$ cat src/hw/rtl/ofs_pkg.sv
// Package for the overwriting byte FIFO with search.
// Holds sizes, field widths, operation and status codes, and the sequencer states.
// No dependencies.
`timescale 1ns / 1ps

package ofs_pkg;

	localparam int DEPTH   = 64;
	localparam int PTR_W   = $clog2(DEPTH);
	localparam int CNT_W   = $clog2(DEPTH + 1);

	localparam int KIND_W  = 2;
	localparam int BYTE_W  = 8;
	localparam int RCNT_W  = 7;
	localparam int STAT_W  = 2;
	localparam int POS_W   = 6;
	localparam int USED_W  = 7;

	typedef logic [PTR_W-1:0]  ptr_t;
	typedef logic [CNT_W-1:0]  cnt_t;
	typedef logic [BYTE_W-1:0] byte_t;

	typedef enum logic [KIND_W-1:0] {
		K_WRITE = 2'd0,
		K_READ  = 2'd1,
		K_FIND  = 2'd2,
		K_CLEAR = 2'd3
	} kind_t;

	typedef enum logic [STAT_W-1:0] {
		ST_OK       = 2'd0,
		ST_SHORT    = 2'd1,
		ST_NOTFOUND = 2'd2
	} status_t;

	typedef enum logic [1:0] {
		S_IDLE,
		S_READ,
		S_FIND
	} state_t;

	// Advance a slot pointer with wrap at DEPTH.
	function automatic ptr_t next_slot(input ptr_t p);
		next_slot = (p == PTR_W'(DEPTH - 1)) ? '0 : ptr_t'(p + 1'b1);
	endfunction

endpackage

$ cat src/hw/rtl/ofs_store.sv
// Byte storage for the FIFO: one write port, one read port with enable.
// Read data is registered and holds while no read is issued.
// Depends on ofs_pkg.
`timescale 1ns / 1ps

module ofs_store import ofs_pkg::*; (
	input  logic  clk,
	input  logic  we,
	input  ptr_t  waddr,
	input  byte_t wdata,
	input  logic  re,
	input  ptr_t  raddr,
	output byte_t rdata
);

	byte_t mem [DEPTH];
	byte_t rdata_q;

	// write port
	always_ff @(posedge clk) begin
		if (we) begin
			mem[waddr] <= wdata;
		end
	end

	// read port, hold data between reads
	always_ff @(posedge clk) begin
		if (re) begin
			rdata_q <= mem[raddr];
		end
	end

	assign rdata = rdata_q;

endmodule

$ cat config.mk
export PLATFORM = sky130hd
export DESIGN_NAME = ofs_store
export DESIGN_NICKNAME = d
export VERILOG_FILES = /design/src/hw/rtl/ofs_pkg.sv /design/src/hw/rtl/ofs_store.sv
export SDC_FILE = /design/constraint.sdc
export NUM_CORES = 1
export LEC_CHECK = 0
export BUFFER_PORTS_ARGS = -buffer_cell sky130_fd_sc_hd__buf_4
export CORE_AREA = 2 2 156 219
export CTS_CLUSTER_SIZE = 20
export DETAILED_ROUTE_END_ITERATION = 8
export DIE_AREA = 0 0 158 221
export GPL_TIMING_DRIVEN = 0
export PLACE_DENSITY = 0.85
export REMOVE_ABC_BUFFERS = 1
export SLEW_MARGIN = 15
export SYNTH_ARGS = -nofsm -noshare
export SYNTH_HDL_FRONTEND = slang
export SYNTH_SLANG_ARGS = --single-unit
$ cat constraint.sdc
create_clock -name clk -period 3 [get_ports clk]
set_clock_uncertainty 0.15 [all_clocks]
set_input_delay 0.6 -clock clk [delete_from_list [all_inputs] [get_ports clk]]
set_output_delay 0.6 -clock clk [all_outputs]
set_load 0.01 [all_outputs]
# Word level (Yosys, flattened, before mapping)
# Memories as Yosys holds them, arrays and structs flattened. A register that Yosys moved wholly into a read port is not among the register bits.
# Cells that the tools add are included.
[classes] addsub=0 n_mul=0 div_mod_pow=0 n_lt_le_gt_ge=0 n_eq_ne=0 n_shift=0 muxes=2 bitwise_logic=0 n_reduce_logical=0
[ops] cell="$mux 1" n=2
[totals] regBits=0 latchBits=0 mem_bits_rw=512 rom_bits=0 inputBits=23 out_inout_bits=8 elab_cells=3 n_memories=1
[memory_table] memory="mem" words=64 word_bits=8 rd=1 rd_clocked_by_memory_dff=1 wr=1 line_no="ofs_store.sv:16" source="byte_t mem [DEPTH];"

# Depth between registers and ports, before layout
# Gate-level depths: netlist of run 1.
[depth] depth_word=2 ltp_mapped=9 depth_no_buf=5

# Least setup slack after synthesis of run 1
# Ideal clock, no wire load.
[synth_timing] path_type="input to register" startpoint="input raddr[1]" endpoint="register rdata_q[3], in the netlist rdata[3] (read register of mem), data pin" setup_ns=0.266 arrival_time_ns=2.140 required_ns=2.584 slack_ns=0.444 path_stages=7 path_buffers=3 cell_sequence="buf_4 > buf_2 > buf_2 > mux4_2 > mux4_2 > o21ai_1 > o41ai_1"
[synth_lines] element="start: declaration" line_no="ofs_store.sv:12" source="input ptr_t raddr,"
[synth_lines] element="end: declaration" line_no="ofs_store.sv:17" source="byte_t rdata_q;"

==> results of run 1 <==
[worst min path at each step]
stage,depth (start not counted),endpoint,from
finish,1,rdata[4]$_DFFE_PP_,re
global route,1,rdata[6]$_DFFE_PP_,re
CTS,1,rdata[4]$_DFFE_PP_,re
detailed placement,4,rdata[0]$_DFFE_PP_,mem[34][0]$_DFFE_PP_
global placement,4,rdata[0]$_DFFE_PP_,mem[23][0]$_DFFE_PP_
floorplan,0,mem[0][0]$_DFFE_PP_,wdata[0]
[kinds of logic after synthesis]
group	count (synthesis)	synth area share, %
flip-flops	520	77.1
multiplexers	162	15.9
buffers and inverters	51	1.56
AO/OA/AOI/OAI	54	2.06
AND/OR/NAND/NOR	153	3.37
[sequential cells by signal, indices dropped and copies added (netlist names)]
signal  count
mem       512
rdata       8
[power by group]
part | internal, mW | leakage, nW | switching (mW)
registers | 8.06 | 4.69 | 0.0180
clock network | 3.05 | 0.681 | 2.50
logic | 0.296 | 1.52 | 0.470
total | 11.4 | 6.89 | 2.99
[critical path: cells and delay by family]
kind                   cells  cell delay [ns]
AOI/OAI and AO/OA          2             0.77
buffers and inverters      1             0.62
muxes                      2             0.93
[cell type report]
class | instances | area, sq um
clock buffer | 59 | 1220
clock inverter | 23 | 169
fill | 1953 | 10700
multi-input combinational | 369 | 4340
sequential | 520 | 15600
tap | 445 | 557
timing repair buffer | 35 | 408
[metrics by stage]
step                util (%)  hold WS [ns]
floorplan                  -         0.549
global placement        62.7         0.743
detailed placement      63.0         0.754
CTS                     67.6         0.195
global route            67.6         0.203
finish                  67.6         0.206
[layer usage]
metal / vias up / global-route usage, % / part of all wire, %
met5: - / 0 / 0
met4: 0 / 12.7 / 5.3
met3: 153 / 4.56 / 9.1
met2: 670 / 46.8 / 53
met1: 5058 / 34.7 / 33
li1: 3989 / - / -
[what timing repair did]
action                                  in CTS  in global routing
endpoints found under the hold margin        0                  0
buffers inserted                             0                  0
gates cloned                                 3                  0
endpoints found under the setup margin       7                  3
gates resized for setup                      4                  3
[synthesized netlist by cell type, drive strengths merged, types with 3 or more instances]
cell type	number	area (sq um)
nand2	19	71.3
mux4	126	2840
a21oi	3	15.0
nor3	7	35.0
o221ai	8	70.1
a22oi	3	22.5
buf	34	253
mux2	13	146
nand3b	3	22.5
clkbuf	17	63.8
a221oi	6	52.6
o2bb2ai	3	26.3
nor2b	14	87.6
nor2	83	312
a211oi	4	30.0
o22ai	8	50.1
mux2i	23	230
nand2b	7	43.8
o2111ai	3	26.3
o21ai	4	20.0
edfxtp	520	15600
nand3	13	65.1
==> results.md, run 1 <==
- Initial DRC count: 1,299
- Reg2reg end: rdata[4]$_DFFE_PP_
- Slowest-stage cell, CP: mux4_2
- Clock sink count: 520
- Drt wl/cell: 31.7 um
- DRC: 0
- Max incr delay on CP: 0.63 ns
- Total die area: 0.0349 sq mm
- # nets final: 994
- Vias in the first global route: 10.3k
- Slew HR: 27.1%
- First-pass GRT wire length: 67,900 um
- Commonest cells after routing, fill and taps aside: 520 x edfxtp_1, 126 x mux4_2, 83 x nor2_1, 47 x clkbuf_16, 27 x buf_4
- EDFF count, synth: 520
- Slew @ Worst Pin: 1.09 ns
- Cell area after layout: 0.0223 sq mm
- Worst setup path class: in -> reg
- Mapped Avg Cell Area: 21.5 sq um
- Power Dens Cells: 645 mW/mm^2
- Gr usage total: 27.5%
- Post-DRT Antenna Nets: 0
- Area after DPL: 0.0208 sq mm
- Worst IR Drop VDD: 504 uV
- Top-Level Pins: 31
- RSZ-0062 raised after global routing: false
- Max-Cap Viols: 0
- Yosys reg bits: 520
- Via/cell ratio: 6.80
- Crit. End Element: flop
- Seq/Total Area, Yosys: 77.1%
- Mapped Area: 0.0202 sq mm
- Clk Latency, worst-skew pair: 0.57 ns
- Setup violations, final: 0
- R2r worst-path depth: 5
- DRT Wirelength: 46,000 um
- Setup crit end: rdata[2]$_DFFE_PP_
- Initial antenna violation count: 0
- # placed instances: 1,366
- Post-Layout Cell Count: 1,451
- Vias: 9,870
- R2R setup slack: 0.53 ns
- Starting density of the core: 61.3%
- Max-slew violations: 0
- Setup WS pre-CTS: -1.05 ns
- Largest net degree at the start of global routing: 98
- Placer congestion estimate: 0.833
- Final Hold Fails: 0
- Origin of the worst setup path: raddr[1]
- Hold-fix buffers, CTS: 0
- Distinct cell type count of the synthesized netlist: 39
- Startpoint Class: input port
- Die height: 221 um
- Synth Flop Type: edfxtp_1
- Area grow syn2layout: 10.2%
- CTS tree: done
- Final worst-path cycle share: 96.7%
- Global route overflow: 0
- Final WS setup: 0.0999 ns
- Longest Clk Path Bufs: 3
- Crit-path cells: clkbuf_8 > mux4_2 > mux2_2 > a221oi_1 > o2bb2ai_1
- Commonest non-fill, non-tap cell in the layout: edfxtp_1
- Ant diodes: 0
- Num CTS Buffers: 45
- Post-synthesis async set-or-reset flop share: 0%
- Initial DRT Pass Iterations: 5
- Row count: 79
- Chip width: 158 um
- Share of cells above drive strength 1: 24.3%
- Buffers on Ports: 30
- Clk slew on worst S/H paths: 0.07 ns
- Status: complete, no violations
- Design Power: 14.4 mW
- HPWL after DPL: 24,400 um
- Core ar.: 0.0330 sq mm
- Min-delay worst type: in -> reg
- Fmax: 0.345 GHz
- R2R Path Start: mem[29][4]$_DFFE_PP_
- H-Tree Depth: 2
- Clock Tree Root: clkbuf_16
- Mapped Cells: 940
- Worst Path Required: 3.14 ns
- Minimum clock period: 2.90 ns
- Data arrival, critical path: 3.04 ns
- Yosys warnings: 0
- Critical-path maximum fanout: 97
- Setup TNS: 0 ns
- Leakage: 6.89 nW
(Power assumes the default switching activity.)
==> inputs of run 2 (changes only) <==
CORE_AREA = 2 2 161 227   (was 2 2 156 219)
DIE_AREA = 0 0 163 229   (was 0 0 158 221)
PLACE_DENSITY = unset   (was 0.85)
PLACE_DENSITY_LB_ADDON = 0.15   (was unset)
REMOVE_ABC_BUFFERS = unset   (was 1)
==> run 2 against run 1 <==
Effect of this change:
- wire length grew 2.0%
- count of clock-buffer cells in the layout grew 3
- total power increased by 2.2%
- final cell count is 3.9% higher
- die area increased by 6.9%
- clock power rose by 5.2%
- via count fell by 1.5%
- fmax is 3.2% lower
- first-iteration DRC count is 5.2% lower
- global-route usage decreased by 1.4 points
- core utilization shrank 4.0 points
- combinational power is 4.4% higher
- critical path type unchanged
==> results.md, run 2 (synthesized netlist as in run 1, its figures left out) <==
- Status: complete, no violations
- # placed instances: 1,424 (+4.2%)
- Vias in the first global route: 9,858 (-3.9%)
- Data arrival, critical path: 3.10 ns (+0.06 ns)
- Power Dens Cells: 654 mW/mm^2 (+1.4%)
- Drt wl/cell: 31.1 um (-1.9%)
- CP Buf/Inv Count: 4 (+3)
- Post-Layout Cell Count: 1,508 (+3.9%)
- Reg with most FFs: mem
- Origin of the worst setup path: raddr[4]
- # nets final: 1,033 (+3.9%)
- Slew @ Worst Pin: 1.04 ns (-0.0469 ns)
- Setup TNS: 0 ns (unchanged)
- R2R Path Start: mem[3][3]$_DFFE_PP_
- Chip width: 163 um (+3.2%)
- Starting density of the core: 57.2% (-4.1 points)
- Sequential Area: 0.0156 sq mm (unchanged)
- Share of cells above drive strength 1: 25.0% (+0.79 points)
- Hold Slack: 0.163 ns (-0.0424 ns)
- Min-delay worst type: in -> reg
- Via/cell ratio: 6.44 (-5.3%)
- Final Hold Fails: 0 (unchanged)
- Worst setup path class: in -> reg
- Slowest-stage cell, CP: clkbuf_1
- Core ar.: 0.0354 sq mm (+7.2%)
- Stages on the worst setup path: 7 (+2)
- Slew HR: 30.5% (+3.4 points)
- Number of flip-flops under the largest register name: 512 (unchanged)
- Initial DRC count: 1,231 (-5.2%)
- Final core occ: 63.5% (-4.0 points)
- Longest Clk Path Bufs: 3 (unchanged)
- Final worst-path cycle share: 99.9% (+3.2 points)
- Max incr delay on CP: 0.68 ns (+0.05 ns)
- RSZ-0062 raised after global routing: false
- Gr usage total: 26.1% (-1.4 points)
- Setup violations, final: 0 (unchanged)
- Clock Tree Root: clkbuf_16
- Top-Level Pins: 31 (unchanged)
- Vias: 9,719 (-1.5%)
- Leakage: 6.98 nW (+1.3%)
- Num CTS Buffers: 47 (+4.4%)
- Post-DRT Antenna Nets: 0 (unchanged)
- Reg2reg end: rdata[3]$_DFFE_PP_
- Placer congestion estimate: 0.887 (+6.5%)
- Initial antenna violation count: 1 (+1)
- CP delay by family, top: buffers and inverters
- Ant diodes: 0 (unchanged)
- Commonest non-fill, non-tap cell in the layout: edfxtp_1
- Crit-path most repeated cell: clkbuf_1
- Minimum clock period: 3.00 ns (+0.0959 ns)
- Area taken by multi-input logic gates: 0.00434 sq mm (-0.14%)
- Crit. End Element: flop
- Cell area after layout: 0.0225 sq mm (+0.80%)
- H-Tree Depth: 2 (unchanged)
- HPWL after DPL: 30,200 um (+23%)
- Crit-path cells: buf_4 > clkbuf_1 > clkbuf_1 > clkbuf_1 > o2111ai_1 > nand2_1 > o2bb2ai_1
- Hold-fix buffers, CTS: 0 (unchanged)
- R2R setup slack: 0.39 ns (-0.14 ns)
- Clk Latency, worst-skew pair: 0.56 ns (about the same)
- Worst IR Drop VDD: 466 uV (-7.6%)
- Initial DRT Pass Iterations: 6 (+1)
- Commonest cells after routing, fill and taps aside: 520 x edfxtp_1, 126 x mux4_2, 83 x nor2_1, 49 x clkbuf_16, 35 x buf_4
- DRT Wirelength: 46,900 um (+2.0%)
- DRC: 0 (unchanged)
- Area after DPL: 0.0210 sq mm (+1.0%)
- Syn_nets: 963
- CTS tree: done
- Buffers on Ports: 22 (-27%)
- Clock sink count: 520 (unchanged)
- Total die area: 0.0373 sq mm (+6.9%)
- First-pass GRT wire length: 68,000 um (+0.12%)
- Row count: 82 (+3.8%)
- FILL cells: 2,401 (+23%)
- Max-Cap Viols: 0 (unchanged)
- Die height: 229 um (+3.6%)
- Largest net degree at the start of global routing: 65 (-34%)
- Max-slew violations: 0 (unchanged)
- Area grow syn2layout: 11.1%
- Global route overflow: 0 (unchanged)
- Startpoint Class: input port
- Clk slew on worst S/H paths: 0.06 ns (about the same)
- Critical-path maximum fanout: 10 (-90%)
- Fmax: 0.334 GHz (-3.2%)
- R2r worst-path depth: 4 (-1)
- Worst Path Required: 3.11 ns (-0.03 ns)
- Setup crit end: rdata[1]$_DFFE_PP_
==> run 2: changes by cell type in the layout (fill, tap and decap cells not counted), moves of 3 or more <==
cell / before / now
buf_1: 0 / 3
buf_16: 3 / 0
buf_2: 0 / 11
buf_4: 27 / 35
buf_6: 1 / 4
bufbuf_16: 3 / 0
clkbuf_1: 12 / 27
clkbuf_2: 0 / 3
clkinv_1: 7 / 10
==> run 2: timing repair <==
item                                   CTS  global route
endpoints found under the hold margin    0             0
resized for setup                        2             4
buffers inserted                         0             0
setup endpoints to repair                8             5
==> run 2: how the worst min path moves through the flow <==
stage	slack, ns	end	from	depth (start not counted)
after floorplan	0.55	mem[0][0]$_DFFE_PP_	wdata[0]	0
after global placement	0.73	rdata[1]$_DFFE_PP_	re	1
after detailed placement	0.73	rdata[1]$_DFFE_PP_	re	1
after CTS	0.15	rdata[2]$_DFFE_PP_	re	1
after global routing	0.15	rdata[2]$_DFFE_PP_	re	1
final	0.16	rdata[2]$_DFFE_PP_	re	1
==> run 2: worst reg2reg max path: stages, from the launching register on <==
cell and delay, ns:
edfxtp_1 0.36, mux4_2 0.50, nor2b_1 0.15, a2111oi_0 0.88, o41ai_1 0.27
==> run 2: area by class of cell <==
class / count / share of cell area (%)
multi-input combinational: 369 / 19.3
clock inverter: 23 / 0.912
buffer: 50 / 1.41
timing repair buffer: 22 / 0.734
tap: 462 / 2.57
clock buffer: 62 / 5.67
sequential: 520 / 69.4
==> run 2: power breakdown <==
group / switching (mW) / leakage (nW) / internal (mW) / total [mW]
registers: 0.0127 / 4.69 / 8.06 / 8.07
clock network: 2.51 / 0.723 / 3.33 / 5.84
logic: 0.509 / 1.57 / 0.291 / 0.800
==> run 2: per-layer routing <==
layer	GRT usage, %	wire [um]
met1	33.6	17100
met2	45.6	25000
met3	4.18	3050
met4	8.55	1730
met5	0	0
==> run 2: stage by stage <==
step,setup slack (ns),power (mW)
CTS,-0.0170,14.8
global placement,-0.692,9.00
finish,0.00398,14.7
floorplan,0.444,8.66
detailed placement,-0.733,9.02
global route,0.00804,15.1
